File: config.mk
export PLATFORM = sky130hd
export DESIGN_NAME = calendar_date_day_difference_unit
export DESIGN_NICKNAME = d
export VERILOG_FILES = /design/src/hdl/cddd_pkg.sv /design/src/hdl/cddd_day_number.sv /design/src/hdl/calendar_date_day_difference_unit.sv
export SDC_FILE = /design/constraint.sdc
export NUM_CORES = 1
export LEC_CHECK = 0
export BUFFER_PORTS_ARGS = -buffer_cell sky130_fd_sc_hd__buf_2
export CAP_MARGIN = 10
export CORE_AREA = 2 2 227 229
export CTS_CLUSTER_SIZE = 8
export DETAILED_ROUTE_END_ITERATION = 7
export DIE_AREA = 0 0 229 231
export PLACE_DENSITY = 0.65
export SLEW_MARGIN = 20
export SYNTH_ARGS = -nofsm -noshare
export SYNTH_HDL_FRONTEND = slang
export SYNTH_SLANG_ARGS = --single-unit
export TNS_END_PERCENT = 100
File: constraint.sdc
create_clock -name i_clk -period 9.88 [get_ports i_clk]
set_clock_uncertainty 0.1 [all_clocks]
set_input_delay 0.988 -clock i_clk [delete_from_list [all_inputs] [get_ports i_clk]]
set_output_delay 0.988 -clock i_clk [all_outputs]
set_load 0.03 [all_outputs]
File: src/hdl/cddd_pkg.sv
// Shared types, constants and calendar tables for the date difference unit.
// Depends on nothing; used by every module of the block.
`timescale 1ns / 1ps

package cddd_pkg;

    // Field widths fixed by the interface.
    localparam int DAY_W    = 5;
    localparam int MONTH_W  = 4;
    localparam int YEAR_W   = 14;
    localparam int DNUM_W   = 22;
    localparam int YDAYS_W  = 23;
    localparam int DOY_W    = 9;

    // Register stages from the input transfer to the result strobe.
    localparam int PIPE_DEPTH = 4;

    // Calendar limits.
    localparam logic [YEAR_W-1:0]  MAX_YEAR  = YEAR_W'(9999);
    localparam logic [MONTH_W-1:0] MAX_MONTH = MONTH_W'(12);
    localparam logic [MONTH_W-1:0] FEBRUARY  = MONTH_W'(2);

    // Reciprocal of 100: floor(p / 100) == (p * RECIP_100) >> RECIP_SHIFT for any 14-bit p.
    localparam int RECIP_100   = 5243;
    localparam int RECIP_SHIFT = 19;
    localparam int PROD100_W   = YEAR_W + 13;
    localparam int Q100_W      = PROD100_W - RECIP_SHIFT;
    localparam int DAYS_PER_YEAR = 365;

    // Per-date status code.
    typedef enum logic [1:0] {
        ST_VALID     = 2'd0,
        ST_BAD_YEAR  = 2'd1,
        ST_BAD_MONTH = 2'd2,
        ST_BAD_DAY   = 2'd3
    } t_status;

    // Result of one date path.
    typedef struct packed {
        logic [DNUM_W-1:0] day_num;
        t_status           status;
    } t_date_info;

    // Length of a month; zero for a month code outside 1 to 12.
    function automatic logic [DAY_W-1:0] month_len(input logic [MONTH_W-1:0] m,
                                                   input logic leap);
        logic [DAY_W-1:0] len;
        case (m)
            4'd1, 4'd3, 4'd5, 4'd7, 4'd8, 4'd10, 4'd12: len = DAY_W'(31);
            4'd4, 4'd6, 4'd9, 4'd11:                    len = DAY_W'(30);
            4'd2:    len = leap ? DAY_W'(29) : DAY_W'(28);
            default: len = '0;
        endcase
        return len;
    endfunction

    // Days in the months before month m of a common year.
    function automatic logic [DOY_W-1:0] days_before(input logic [MONTH_W-1:0] m);
        logic [DOY_W-1:0] n;
        case (m)
            4'd1:    n = DOY_W'(0);
            4'd2:    n = DOY_W'(31);
            4'd3:    n = DOY_W'(59);
            4'd4:    n = DOY_W'(90);
            4'd5:    n = DOY_W'(120);
            4'd6:    n = DOY_W'(151);
            4'd7:    n = DOY_W'(181);
            4'd8:    n = DOY_W'(212);
            4'd9:    n = DOY_W'(243);
            4'd10:   n = DOY_W'(273);
            4'd11:   n = DOY_W'(304);
            4'd12:   n = DOY_W'(334);
            default: n = '0;
        endcase
        return n;
    endfunction

endpackage

File: src/hdl/cddd_day_number.sv
// Three-stage pipeline that checks one date and converts it to a day number.
// Depends on cddd_pkg for widths, status codes and the month tables.
`timescale 1ns / 1ps

module cddd_day_number
    import cddd_pkg::*;
(
    input  logic               i_clk,
    input  logic [DAY_W-1:0]   i_day,
    input  logic [MONTH_W-1:0] i_month,
    input  logic [YEAR_W-1:0]  i_year,
    output t_date_info         o_info
);

    // Stage 1 registers.
    logic [YEAR_W-1:0]    r_p;
    logic [PROD100_W-1:0] r_prod100;
    logic [YDAYS_W-1:0]   r_prod365;
    logic [DAY_W-1:0]     r_day1;
    logic [MONTH_W-1:0]   r_month1;
    logic                 r_yr_bad;
    logic                 r_mo_bad;

    // Stage 2 registers.
    logic [YDAYS_W-1:0]   r_year_days;
    logic [DOY_W-1:0]     r_doy;
    t_status              r_status2;

    // Stage 2 logic.
    logic [Q100_W-1:0]    q100;
    logic [6:0]           rem100;
    logic                 leap;
    logic                 late_month;
    logic [DAY_W-1:0]     len;
    logic [YEAR_W-1:0]    n_p;
    t_status              n_status2;

    // Stage 1: elapsed years, the two constant products and the range checks.
    assign n_p = i_year - YEAR_W'(1);

    always_ff @(posedge i_clk) begin
        r_p       <= n_p;
        r_prod100 <= PROD100_W'(n_p) * PROD100_W'(RECIP_100);
        r_prod365 <= YDAYS_W'(n_p) * YDAYS_W'(DAYS_PER_YEAR);
        r_day1    <= i_day;
        r_month1  <= i_month;
        r_yr_bad  <= (i_year == '0) || (i_year > MAX_YEAR);
        r_mo_bad  <= (i_month == '0) || (i_month > MAX_MONTH);
    end

    // Stage 2: the year is leap when p ends in 3 mod 4, unless p is 99 mod 100
    // and the hundreds count of p is not 3 mod 4.
    assign q100       = r_prod100[PROD100_W-1:RECIP_SHIFT];
    assign rem100     = 7'(r_p - YEAR_W'(q100) * YEAR_W'(100));
    assign leap       = (r_p[1:0] == 2'b11) && ((rem100 != 7'd99) || (q100[1:0] == 2'b11));
    assign late_month = r_month1 > FEBRUARY;
    assign len        = month_len(r_month1, leap);

    always_comb begin
        if (r_yr_bad) begin
            n_status2 = ST_BAD_YEAR;
        end else if (r_mo_bad) begin
            n_status2 = ST_BAD_MONTH;
        end else if ((r_day1 == '0) || (r_day1 > len)) begin
            n_status2 = ST_BAD_DAY;
        end else begin
            n_status2 = ST_VALID;
        end
    end

    always_ff @(posedge i_clk) begin
        r_year_days <= r_prod365 + YDAYS_W'(r_p >> 2) - YDAYS_W'(q100)
                       + YDAYS_W'(q100 >> 2);
        r_doy       <= days_before(r_month1) + DOY_W'(leap && late_month)
                       + DOY_W'(r_day1);
        r_status2   <= n_status2;
    end

    // Stage 3: day number of the date.
    always_ff @(posedge i_clk) begin
        o_info.day_num <= DNUM_W'(r_year_days + YDAYS_W'(r_doy));
        o_info.status  <= r_status2;
    end

endmodule

File: src/hdl/calendar_date_day_difference_unit.sv
// An item enters at the transfer at start; o_done is high when its valid bit reaches the last stage.
// Throughput: one item per cycle; busy stays low, since the four-stage pipeline always
// advances and the receiver cannot stall.
// Stages: year products, leap and status, day number, absolute difference.
// Reset (synchronous, active low) clears the valid bits; items in flight are dropped and no result is invented.
`timescale 1ns / 1ps

module calendar_date_day_difference_unit
    import cddd_pkg::*;
(
    input  logic               i_clk,
    input  logic               i_rst_n,
    input  logic               i_start,
    output logic               o_busy,
    input  logic [DAY_W-1:0]   i_first_day,
    input  logic [MONTH_W-1:0] i_first_month,
    input  logic [YEAR_W-1:0]  i_first_year,
    input  logic [DAY_W-1:0]   i_second_day,
    input  logic [MONTH_W-1:0] i_second_month,
    input  logic [YEAR_W-1:0]  i_second_year,
    output logic               o_done,
    output logic [DNUM_W-1:0]  o_day_difference,
    output logic [1:0]         o_first_status,
    output logic [1:0]         o_second_status
);

    t_date_info            first_info;
    t_date_info            second_info;
    logic [PIPE_DEPTH-1:0] r_vld;
    logic [DNUM_W:0]       diff_ab;
    logic [DNUM_W-1:0]     n_diff;
    logic [DNUM_W-1:0]     r_diff;
    t_status               r_st1;
    t_status               r_st2;

    // One date path per date.
    cddd_day_number u_first (
        .i_clk   (i_clk),
        .i_day   (i_first_day),
        .i_month (i_first_month),
        .i_year  (i_first_year),
        .o_info  (first_info)
    );

    cddd_day_number u_second (
        .i_clk   (i_clk),
        .i_day   (i_second_day),
        .i_month (i_second_month),
        .i_year  (i_second_year),
        .o_info  (second_info)
    );

    // Valid bits travel alongside the data.
    always_ff @(posedge i_clk) begin
        if (!i_rst_n) begin
            r_vld <= '0;
        end else begin
            r_vld <= {r_vld[PIPE_DEPTH-2:0], i_start};
        end
    end

    // Stage 4: absolute difference, forced to zero when either date is bad.
    assign diff_ab = {1'b0, first_info.day_num} - {1'b0, second_info.day_num};

    always_comb begin
        if ((first_info.status != ST_VALID) || (second_info.status != ST_VALID)) begin
            n_diff = '0;
        end else if (diff_ab[DNUM_W]) begin
            n_diff = second_info.day_num - first_info.day_num;
        end else begin
            n_diff = diff_ab[DNUM_W-1:0];
        end
    end

    always_ff @(posedge i_clk) begin
        r_diff <= n_diff;
        r_st1  <= first_info.status;
        r_st2  <= second_info.status;
    end

    assign o_busy           = 1'b0;
    assign o_done           = r_vld[PIPE_DEPTH-1];
    assign o_day_difference = r_diff;
    assign o_first_status   = r_st1;
    assign o_second_status  = r_st2;

endmodule

==> out/metrics.cfg <==
[run_status]
status = finished, final reports clean

[place]
post-place-ws_ps = 1600
gp_congestion = 0.913
io_buffers = 75
hpwl_mm = 46.3

[logic_synthesis]
ys_seq_elements = 268
synth.top_cells.by_count = inv_1, ha_1, dfxtp_1
syn_area_per_cell_um2 = 9.35
ys.flop_type = dfxtp_1
synth_edf_count = 0
synth_cell_types = 84
synth_top_area_share_pct = 22.0
synthAdderAreaFrac_pct = 40.9
synth-simple-area-share_pct = 9.42
synthTopCellsByArea = ha_1, dfxtp_1, fa_1
synthCells = 2717
muxShareOfSynthArea_pct = 1.06
ys_seq_area_share_pct = 21.1
async_flop_share_pct = 0
syn-num-nets = 3453
yosysMostFrequentCell = inv_1
ys_warn_count = 0
synth_xor_area_share_pct = 6.14
synth_top_family_by_area = adder cells
synth_top_cell_by_area = ha_1
synth_compound_area_share_pct = 11.6
netlist_area_um2 = 25400

[worst_setup_path]
r2r-end = u_first.r_year_days[21]
end_kind = flop
setup.worst_path.start = i_second_year[0]
reg2reg_from = u_first.r_prod100[22]
ff2ff_setup_slack_ps = 5620
worstPathRequired_ps = 10200
cp_slowest_stage_delay_ps = 660
cp.arrival_ps = 8140
critPathMaxFanout = 8
crit_top_cell = inv_1
crit_slowest_cell = xnor2_1
startpoint_type = input pin
r2r_cells = 15
endpoint = u_second.r_prod100[26]
timing_worst_setup_path_type = in2reg

[min_path]
hp-class = reg2reg

[sta]
fmax_mhz = 128
tightest_slew_ps = 1060
hold_slack_ps = 223
finalCritPeriodShare_pct = 79.2
timing.setup.tns_ps = 0
setup_viol = 0
period_needed_ps = 7830
setup_ws_ps = 2050
max_slew_margin_pct = 29.0
hold_viol = 0
rsz0062_at_grt = no
slew_viol_final = 0

[floorplan]
dieArea_um2 = 52900
die_x_um = 229
fp.dieH_um = 231
rows = 83
start_util_pct = 50.1
ios = 77
coreArea_um2 = 50700

[clock_network]
cts_resized = 0
cts_hold_buf = 0
htreeDepth = 2
cts.sinks = 268
insertion_delay_ps = 550
clk_root_buffer_cell = clkbuf_16
cts_made_buffers = 40
cts_tree = yes
clk_path_buf_depth = 3
clk_pin_slew_ps = 50
cts_setup_buffers = 0

[routing]
routedWlPerCell_um = 15.6
wl_mm = 54.7
drc = 0
dr.pass1.iters = 7
vias_per_cell = 5.11
initialDrtViolationCount = 775
vias = 17914
drtAntennaViolNets = 0

[final_layout]
n_antenna_cell = 0
fin_nets = 3558
final_util_pct = 54.7
area_delta_synth_final_pct = 9.03
fillers = 4706
drive_gt1_share_pct = 5.48

[grt]
grt_pass1_vias = 18698
grtUsageTotal_pct = 21.4
antenna_found_initial = 0
grt.overflow.total = 0
grt_max_degree = 21
grt_pass1_wl_mm = 92.1

[job]
drv_cap = 0

## state kept, by name, summed over array words and instances (netlist names), 14 cells and up, named ones only
name and cells:
o_day_difference 22, u_second.r_year_days 22, u_second.o_info 24, u_first.r_prod365 20
u_first.r_p 14, u_second.r_prod365 20, u_first.o_info 24, u_second.r_p 14
u_first.r_year_days 22
## metal layers
metal | global-route usage, % | wire length (um) | vias to the layer above
met5 | 0 | 0 | -
met4 | 5.17 | 1200 | 0
met3 | 2.52 | 1560 | 72
met2 | 38.3 | 26700 | 241
met1 | 27.5 | 25200 | 8509
li1 | - | - | 9092
## metrics by stage
step                      area, um2  instances
after detailed placement      26600       3460
after CTS                     27700       3506
after global placement        26600       3460
final                         27700       3506
after global routing          27700       3506
after floorplan               25400       2717
## cells in the final DEF, fill, tap and decap left out, types with 40 or more instances in the layout
master	Yosys	routed
xor2_1	44	44
nor2_1	121	121
xnor2_1	134	134
a21o_1	48	48
fa_1	240	240
inv_1	625	625
clkbuf_16	0	40
dfxtp_1	268	268
a21oi_1	107	107
o21ai_0	86	86
ha_1	447	447
buf_2	7	75
nand2_1	93	93
nand3_1	49	49
nor3_1	51	51
## how the worst min path moves through the flow
stage                          start                  to  slack (ps)  cells after the start
3_3_place_gp   u_second.r_status2[0]  u_second.o_info[0]         220                      0
3_5_place_dp    u_first.r_status2[1]   u_first.o_info[1]         210                      0
2_1_floorplan   u_first.r_status2[0]   u_first.o_info[0]         210                      0
4_1_cts         u_first.r_status2[1]   u_first.o_info[1]         220                      0
5_1_grt         u_first.r_status2[1]   u_first.o_info[1]         230                      0
6_report        u_first.r_status2[1]   u_first.o_info[1]         220                      0
## area by class of cell
type	count	area (um2)	share of cell area (%)
Inverter	625	2350	8.47
Timing Repair Buffer	84	443	1.60
Sequential cell	268	5370	19.4
Clock buffer	42	1030	3.71
Multi-Input combinational cell	1803	17600	63.5
Clock inverter	4	85.1	0.307
Tap cell	680	851	3.07
## logic make-up (layout without fill, tap and decap cells)
| kind of cell | count (synthesis) | after routing |
|---|---|---|
| multiplexers | 25 | 25 |
| AND/OR/NAND/NOR | 474 | 474 |
| buffers and inverters | 646 | 755 |
| other | 1 | 1 |
| flip-flops | 268 | 268 |
| adder cells (fa/ha/maj) | 687 | 687 |
| XOR/XNOR | 178 | 178 |
| AO/OA/AOI/OAI | 438 | 438 |
## critical path: cells and delay by family
family,cells,cell delay [ps]
fa+ha+maj,7,3030
simple gates,3,1100
buf+inv,6,610
xor+xnor,2,790
compound gates,7,1630
Power is left out: the tool's default activity adds up to more than one toggle a clock period on the data nets, which glitch-free logic cannot reach.
